$ cat config.mk
export PLATFORM = sky130hd
export DESIGN_NAME = lease_gated_command_arbiter
export DESIGN_NICKNAME = d
export VERILOG_FILES = /design/src/hw/rtl/lgca_pkg.sv /design/src/hw/rtl/lgca_slot_ram.sv /design/src/hw/rtl/lease_gated_command_arbiter.sv
export SDC_FILE = /design/constraint.sdc
export NUM_CORES = 2
export LEC_CHECK = 0
export BUFFER_PORTS_ARGS = -buffer_cell sky130_fd_sc_hd__clkbuf_2
export CORE_UTILIZATION = 40
export CTS_BUF_LIST = sky130_fd_sc_hd__clkbuf_16
export DETAILED_ROUTE_END_ITERATION = 8
export GPL_TIMING_DRIVEN = 0
export HOLD_SLACK_MARGIN = 0.08
export PLACE_DENSITY = 0.59
export SYNTH_ARGS = -nofsm -noshare
export SYNTH_HDL_FRONTEND = slang
export SYNTH_SLANG_ARGS = --single-unit
export TNS_END_PERCENT = 100
$ cat constraint.sdc
create_clock -name clk -period 11.53 [get_ports clk]
set_input_delay 2.306 -clock clk [delete_from_list [all_inputs] [get_ports clk]]
set_output_delay 2.306 -clock clk [all_outputs]
set_load 0.02 [all_outputs]
$ cat src/hw/rtl/lgca_pkg.sv
// Package for the lease-gated command arbiter: codes, state enum and slot record type.
// No dependencies.
`timescale 1ns / 1ps
package lgca_pkg;
	localparam int NUM_CHANNELS = 6;

	localparam logic [2:0] FUNC_EVAL    = 3'd0;
	localparam logic [2:0] FUNC_ACQUIRE = 3'd1;
	localparam logic [2:0] FUNC_RELEASE = 3'd2;
	localparam logic [2:0] FUNC_CANCEL  = 3'd3;
	localparam logic [2:0] FUNC_DRAIN   = 3'd4;

	localparam logic [1:0] SRC_USER = 2'd0;
	localparam logic [1:0] SRC_IPC  = 2'd1;

	localparam logic [1:0] KIND_DECISION = 2'd0;
	localparam logic [1:0] KIND_DRAINED  = 2'd1;
	localparam logic [1:0] KIND_ACK      = 2'd2;
	localparam logic [1:0] KIND_EMPTY    = 2'd3;

	localparam logic [1:0] DISP_APPLIED   = 2'd0;
	localparam logic [1:0] DISP_DEFERRED  = 2'd1;
	localparam logic [1:0] DISP_COALESCED = 2'd2;
	localparam logic [1:0] DISP_REJECTED  = 2'd3;

	localparam logic [1:0] RSN_NONE      = 2'd0;
	localparam logic [1:0] RSN_INVALID   = 2'd1;
	localparam logic [1:0] RSN_NOCOAL    = 2'd2;
	localparam logic [1:0] RSN_LEASE     = 2'd3;

	localparam logic [1:0] CFG_DURATION = 2'd0;
	localparam logic [1:0] CFG_REPLACE  = 2'd1;

	localparam logic [15:0] MERGE_MAX = 16'hFFFF;

	typedef struct packed {
		logic [31:0] sequence_v;
		logic [31:0] fp;
		logic [47:0] tstamp;
		logic [15:0] merges;
	} slot_rec_t;

	typedef enum logic [2:0] {
		ST_IDLE,
		ST_EVAL,
		ST_DRAIN_RD,
		ST_DRAIN_OUT
	} state_t;
endpackage

$ cat src/hw/rtl/lgca_slot_ram.sv
// Slot record memory: one write port, one registered read port.
// Depends on lgca_pkg for the slot record type.
`timescale 1ns / 1ps
module lgca_slot_ram
	import lgca_pkg::*;
#(
	parameter int DEPTH = 6,
	parameter int AW = 3
) (
	input  logic            clk,
	input  logic            we,
	input  logic [AW-1:0]   waddr,
	input  slot_rec_t       wdata,
	input  logic [AW-1:0]   raddr,
	output slot_rec_t       rdata
);
	slot_rec_t mem [DEPTH];

	always_ff @(posedge clk) begin
		if (we) begin
			mem[waddr] <= wdata;
		end
		rdata <= mem[raddr];
	end
endmodule

$ cat src/hw/rtl/lease_gated_command_arbiter.sv
// Top level of the lease-gated command arbiter: lease state, control sequencer, result port.
// Depends on lgca_pkg and lgca_slot_ram.
//
// channel  signals                               handshake
// command  start, busy, func .. fingerprint      accepted when start && !busy
// config   cfg_valid, cfg_ready, cfg_index/data  written when cfg_valid && cfg_ready
// result   res_valid, kind .. last               one cycle strobe, no backpressure
//
// An evaluate is accepted, which also launches the slot memory read, then decides and
// writes back in ST_EVAL. Lease ops take the same path through ST_EVAL. A drain
// alternates ST_DRAIN_RD and ST_DRAIN_OUT for each channel, walking the slot memory
// once per channel through its single read port.
// Reset clears the lease, counter and slot valid bits; slot records need no clearing.
`timescale 1ns / 1ps
module lease_gated_command_arbiter
	import lgca_pkg::*;
(
	input  logic        clk,
	input  logic        arst_n,
	input  logic        start,
	output logic        busy,
	input  logic [2:0]  func,
	input  logic [47:0] now_ms,
	input  logic [31:0] req_seq,
	input  logic [31:0] user_epoch,
	input  logic [2:0]  channel,
	input  logic [1:0]  source,
	input  logic        emergency,
	input  logic        allow_coalescing,
	input  logic [31:0] fingerprint,
	input  logic        cfg_valid,
	output logic        cfg_ready,
	input  logic [1:0]  cfg_index,
	input  logic [31:0] cfg_data,
	output logic        res_valid,
	output logic [1:0]  kind,
	output logic [1:0]  disposition,
	output logic [1:0]  reason_code,
	output logic        execute_now,
	output logic        held_by_lease,
	output logic [31:0] seq_value,
	output logic [2:0]  pending_count,
	output logic [2:0]  out_channel,
	output logic [31:0] out_fingerprint,
	output logic [47:0] parked_at_ms,
	output logic [15:0] merge_count,
	output logic        last
);
	localparam int AW = $clog2(NUM_CHANNELS);

	state_t state_q, state_d;
	logic [31:0] dur_q;
	logic        repl_q;
	logic        lease_q;
	logic [31:0] lepoch_q;
	logic [48:0] lend_q;
	logic [31:0] dcnt_q;
	logic [2:0]  inuse_q;
	logic [NUM_CHANNELS-1:0] valid_q;

	// Latched command.
	logic [2:0]  func_q;
	logic [47:0] now_q;
	logic [31:0] seq_q, epoch_q, fp_q;
	logic [2:0]  ch_q;
	logic [1:0]  src_q;
	logic        emer_q, allow_q;

	logic [2:0]  scan_q;
	logic [2:0]  ndrain_q;

	logic            we;
	logic [AW-1:0]   waddr, raddr;
	slot_rec_t       wdata, rdata;

	lgca_slot_ram #(.DEPTH(NUM_CHANNELS), .AW(AW)) u_ram (
		.clk(clk), .we(we), .waddr(waddr), .wdata(wdata), .raddr(raddr), .rdata(rdata)
	);

	assign busy = (state_q != ST_IDLE);
	assign cfg_ready = 1'b1;

	wire accept = start && !busy;
	wire lch = (ch_q >= 3'd1) && (ch_q <= 3'd4) && ({1'b0, ch_q} < 4'(NUM_CHANNELS));
	wire [AW-1:0] ch_idx = ch_q[AW-1:0];
	wire expired = lease_q && ({1'b0, now_q} >= lend_q);
	wire lease_e = lease_q && !expired;
	wire [31:0] dcnt_n = dcnt_q + 32'd1;
	wire [48:0] new_end = {1'b0, now_q} + {17'd0, dur_q};
	wire slot_v = valid_q[ch_idx];
	wire [15:0] merge_n = (rdata.merges < MERGE_MAX) ? rdata.merges + 16'd1 : rdata.merges;

	// Remaining valid slots above the scan point decide the last mark.
	logic more;
	always_comb begin
		more = 1'b0;
		for (int k = 0; k < NUM_CHANNELS; k++) begin
			if (3'(k) > scan_q && valid_q[k]) more = 1'b1;
		end
	end

	assign raddr = (state_q == ST_IDLE) ? channel[AW-1:0] : scan_q[AW-1:0];

	always_comb begin
		state_d = state_q;
		case (state_q)
			ST_IDLE: if (accept && func <= FUNC_DRAIN) begin
				state_d = (func == FUNC_DRAIN) ? ST_DRAIN_RD : ST_EVAL;
			end
			ST_EVAL: state_d = ST_IDLE;
			ST_DRAIN_RD: state_d = ST_DRAIN_OUT;
			ST_DRAIN_OUT: state_d = (scan_q == 3'(NUM_CHANNELS - 1)) ? ST_IDLE : ST_DRAIN_RD;
			default: state_d = ST_IDLE;
		endcase
	end

	// Result and write-back logic.
	always_comb begin
		res_valid = 1'b0;
		kind = KIND_DECISION; disposition = DISP_APPLIED; reason_code = RSN_NONE;
		execute_now = 1'b0; held_by_lease = 1'b0; seq_value = 32'd0;
		pending_count = inuse_q; out_channel = 3'd0; out_fingerprint = 32'd0;
		parked_at_ms = 48'd0; merge_count = 16'd0; last = 1'b1;
		we = 1'b0; waddr = ch_idx;
		wdata = '{sequence_v: seq_q, fp: fp_q, tstamp: now_q, merges: 16'd0};
		case (state_q)
			ST_EVAL: begin
				res_valid = 1'b1;
				case (func_q)
					FUNC_EVAL: begin
						if (seq_q == 32'd0) begin
							disposition = DISP_REJECTED; reason_code = RSN_INVALID;
							held_by_lease = lease_q; seq_value = dcnt_q;
						end else begin
							seq_value = dcnt_n;
							if (emer_q) begin
								execute_now = 1'b1; pending_count = 3'd0;
							end else if (src_q == SRC_USER && lch) begin
								execute_now = 1'b1;
							end else if (!(src_q == SRC_IPC && lch && lease_e)) begin
								execute_now = 1'b1;
							end else if (!allow_q) begin
								disposition = DISP_REJECTED; reason_code = RSN_NOCOAL;
								held_by_lease = 1'b1;
							end else if (!slot_v) begin
								disposition = DISP_DEFERRED; reason_code = RSN_LEASE;
								held_by_lease = 1'b1; we = 1'b1;
								pending_count = inuse_q + 3'd1;
							end else begin
								disposition = DISP_COALESCED; reason_code = RSN_LEASE;
								held_by_lease = 1'b1;
								if (repl_q || rdata.fp != fp_q) begin
									we = 1'b1; wdata.merges = merge_n;
								end
							end
						end
					end
					FUNC_RELEASE: begin
						kind = KIND_ACK;
						execute_now = lease_e && (epoch_q == 32'd0 || epoch_q == lepoch_q);
					end
					default: kind = KIND_ACK;
				endcase
			end
			ST_DRAIN_OUT: begin
				if (valid_q[scan_q[AW-1:0]]) begin
					res_valid = 1'b1; kind = KIND_DRAINED; pending_count = 3'd0;
					seq_value = rdata.sequence_v; out_channel = scan_q;
					out_fingerprint = rdata.fp; parked_at_ms = rdata.tstamp;
					merge_count = rdata.merges; last = !more;
				end else if (scan_q == 3'(NUM_CHANNELS - 1) && ndrain_q == 3'd0) begin
					res_valid = 1'b1; kind = KIND_EMPTY; pending_count = 3'd0;
				end
			end
			default: ;
		endcase
	end

	always_ff @(posedge clk or negedge arst_n) begin
		if (!arst_n) begin
			state_q <= ST_IDLE;
			dur_q <= 32'd1000; repl_q <= 1'b0;
			lease_q <= 1'b0; lepoch_q <= 32'd0; lend_q <= 49'd0;
			dcnt_q <= 32'd0; inuse_q <= 3'd0; valid_q <= '0;
			scan_q <= 3'd0; ndrain_q <= 3'd0;
		end else begin
			state_q <= state_d;
			if (cfg_valid) begin
				if (cfg_index == CFG_DURATION) dur_q <= cfg_data;
				else if (cfg_index == CFG_REPLACE) repl_q <= cfg_data[0];
			end
			if (accept) begin
				scan_q <= 3'd0; ndrain_q <= 3'd0;
			end
			case (state_q)
				ST_EVAL: begin
					case (func_q)
						FUNC_EVAL: if (seq_q != 32'd0) begin
							dcnt_q <= dcnt_n;
							if (emer_q) begin
								lease_q <= 1'b0; lend_q <= 49'd0;
								valid_q <= '0; inuse_q <= 3'd0;
							end else if (src_q == SRC_USER && lch) begin
								lease_q <= 1'b1; lend_q <= new_end;
								lepoch_q <= (epoch_q != 32'd0) ? epoch_q : seq_q;
							end else begin
								if (expired) begin lease_q <= 1'b0; lend_q <= 49'd0; end
								if (we && !slot_v) begin
									valid_q[ch_idx] <= 1'b1; inuse_q <= inuse_q + 3'd1;
								end
							end
						end
						FUNC_ACQUIRE: if (epoch_q != 32'd0) begin
							lease_q <= 1'b1; lepoch_q <= epoch_q; lend_q <= new_end;
						end
						FUNC_RELEASE: if (expired || execute_now) begin
							lease_q <= 1'b0; lend_q <= 49'd0;
						end
						default: begin
							lease_q <= 1'b0; lend_q <= 49'd0;
						end
					endcase
				end
				ST_DRAIN_RD: if (scan_q == 3'd0 && expired) begin
					lease_q <= 1'b0; lend_q <= 49'd0;
				end
				ST_DRAIN_OUT: begin
					if (valid_q[scan_q[AW-1:0]]) begin
						valid_q[scan_q[AW-1:0]] <= 1'b0;
						ndrain_q <= ndrain_q + 3'd1;
					end
					inuse_q <= 3'd0;
					scan_q <= scan_q + 3'd1;
				end
				default: ;
			endcase
		end
	end

	always_ff @(posedge clk) begin
		if (accept) begin
			func_q <= func; now_q <= now_ms; seq_q <= req_seq;
			epoch_q <= user_epoch; ch_q <= channel; src_q <= source;
			emer_q <= emergency; allow_q <= allow_coalescing; fp_q <= fingerprint;
		end
	end
endmodule
==> impl_metrics.yaml <==
cts:
  cts_tree: "done"
  cts_made_buffers: 136
  clock_sinks: 1214
  worst_skew_pair.late_latency_ns: 0.76
  clk_path_buf_depth: 3
  clk_pin_slew_worst_paths_ns: 0.06
  clockRootBuffer: "clkbuf_16"
  htreeDepth: 4
  cts_resized: 0
  cts_setup_buffers: 0
  hold_buffers: 0
synth:
  muxShareOfSynthArea: 0.0942
  syn_area_um2: 49200
  yosys.area_share.adder: 0.0225
  yosys.area_share.simple: 0.0728
  yosysWarnings: 0
  synth_top_cell_by_area: "edfxtp_1"
  synth_edf_count: 922
  ys_dominant_reg_cell: "edfxtp_1"
  synth_xor_area_frac: 0.0311
  synth-seq-cells: 1214
  synth_top_area_frac: 0.562
  synth_top_family_by_area: "multiplexers"
  syn_avg_cell_area_um2: 15.3
  ys_types: 90
  synthArstFlopShare: 0.135
  synth_area_leaders: "edfxtp_1 (56%), dfrtp_1 (8.0%), mux4_2 (5.9%)"
  synth_compound_gate_area_share: 0.0624
  synth-seq-area-share: 0.698
  syn_inst: 3222
setup_path:
  cpMaxStageDelayCell: "a311oi_1"
  crit_chain: "ha_1 > nand4_1 > nor2_1 > a222oi_1 > a21oi_1 > nor4_1 > and4_1 > buf_2 > a21oi_1 > a311oi_1 > clkbuf_2"
  cp.required_ns: 9.22
  crit_top_cell: "a21oi_1"
  critPathCaptureType: "output port"
  critPathLaunchType: "flop"
  worstPathMaxFanout: 13
  worstSetupPathType: "flop to output port"
  cp.arrival_ns: 5.87
  max_stage_delay_ns: 1.06
global_route:
  met2_usage: 0.317
  busiest_layer: "met2"
  grt-ovfl-total: 0
  gr-usage-met3: 0.0389
  grt_max_degree: 93
  antenna_found_initial: 13
  gr-usage-met1: 0.267
  grt_pass1_wl_mm: 182
  grt_usage: 0.197
  grt_pass1_vias: 29100
timing:
  relSlewSlack: 0.0595
  fmax_mhz: 122
  hold_viol: 0
  worst_slew_pin_slew_ns: 1.40
  drv_slew: 0
  finalCritPeriodShare: 0.709
  rsz0062_at_grt: "false"
  holdWs_ns: 0.485
  fin_crit_ns: 8.17
  setup_viol: 0
  worst_slack_ns: 3.36
  tns_ns: 0
  finClkSkew_ns: 0.0288
finish:
  final-instance-count-excl-fill: 5714
  n_fill_cell: 10600
  fin_area_um2: 58800
  drive_gt1_frac: 0.192
  area_growth_pct: 19.5
  final_core_util: 0.482
  layout_commonest_cell: "edfxtp_1"
  layout_common_cells: "edfxtp_1 (922), clkbuf_2 (335), nand2_1 (296)"
  nets: 4254
floorplan:
  start_util: 0.404
  die_area_um2: 124000
  fp-row-count: 128
  dieHeight_um: 353
  pin_count: 338
  dieWidth_um: 353
  core_um2: 122000
power:
  p_total_mw: 13.5
  peakVddDrop_uv: 150
  p_leak_nw: 22.5
  power_per_cell_area_nw_per_um2: 229
detailed_routing:
  drc: 0
  viasPerCell: 5.06
  detail_route.wl_per_cell_um: 21.4
  drt.antenna.violating_nets: 0
  drtIter0Drc: 2017
  routed_wl_mm: 122
  vias: 28900
  dr.pass1.iters: 5
place:
  placed_cells: 5461
  gp_congestion: 0.863
  post-place-ws_ns: 4.35
  hpwl_mm: 85.6
  io_buffer_count: 336
  postPlaceCellArea_um2: 54500
flow_run:
  max_cap_violations: 0
worst_hold_path:
  hold_class: "flop to flop"
status:
  status: "complete, no violations"
[final cells by class]
type	count	area, um2	area share
Clock buffer	139	3480	0.0592
Antenna cell	2	5.00	0.0000851
Buffer	150	633	0.0108
Sequential cell	1214	34400	0.584
Inverter	76	293	0.00498
Multi-Input combinational cell	2037	14900	0.254
Tap cell	1625	2030	0.0346
Clock inverter	112	832	0.0142
Timing Repair Buffer	359	2240	0.0381
[registers in the layout (all words and copies together), names as in the netlist, 6 cells and up]
| signal | cells |
|---|---|
| valid_q | 6 |
| u_ram.rdata | 128 |
| lend_q | 49 |
| epoch_q | 32 |
| now_q | 48 |
| u_ram.mem | 768 |
| seq_q | 32 |
| dur_q | 32 |
| lepoch_q | 32 |
| fp_q | 32 |
| dcnt_q | 32 |
[logic make-up (layout without fill, tap and decap cells)]
| family | count (synthesis) | in the layout |
|---|---|---|
| buf+inv | 226 | 836 |
| fa+ha+maj | 88 | 88 |
| simple gates | 716 | 716 |
| xor+xnor | 175 | 175 |
| flops | 1214 | 1214 |
| other cells | 2 | 259 |
| mux | 299 | 299 |
| compound gates | 502 | 502 |
[routing by layer]
layer	part of all wire	vias to the layer above
met5	0.00039	-
met4	0.029	8
met3	0.058	175
met2	0.47	741
met1	0.44	14500
li1	-	13500
[worst max-delay path, delay by kind of cell, from the launching register on]
kind | cells | cell delay [ns]
AO/OA/AOI/OAI | 4 | 2.09
AND/OR/NAND/NOR | 4 | 1.49
flip-flops | 1 | 0.66
buffers and inverters | 2 | 0.51
adder cells (fa/ha/maj) | 1 | 0.34
[report_power, final]
group	total (mW)	leakage (nW)	internal [mW]	switching [mW]
registers	5.77	11.6	5.36	0.410
logic	3.55	8.65	1.44	2.12
clock network	4.15	2.24	2.42	1.73
total	13.5	22.5	9.22	4.26
[final timing paths]
| kind | from | cells after the start | slack (ns) | to |
|---|---|---|---|---|
| setup / recovery | now_q[32] | 11 | 3.36 | pending_count[0] |
| hold / removal | ndrain_q[2] | 1 | 0.48 | ndrain_q[2] |
| setup reg to reg | now_q[32] | 12 | 6.24 | u_ram.mem[4][43] |
| hold reg to reg | ndrain_q[2] | 1 | 0.48 | ndrain_q[2] |
| max in group asynchronous | arst_n | 2 | 8.99 | dcnt_q[29] |
| min in group asynchronous | arst_n | 1 | 1.56 | dur_q[26] |
[synth_stat cells (87+ instances only)]
| library cell | instances |
|---|---|
| edfxtp_1 | 922 |
| nand2_1 | 296 |
| o21ai_0 | 221 |
| dfrtp_1 | 158 |
| mux2i_1 | 137 |
| dfxtp_1 | 128 |
| mux4_2 | 128 |
| and2_1 | 111 |
| xor2_1 | 107 |
| clkbuf_1 | 95 |
| a21oi_1 | 94 |
| ha_1 | 87 |
Power figures use the tool's default switching activity.
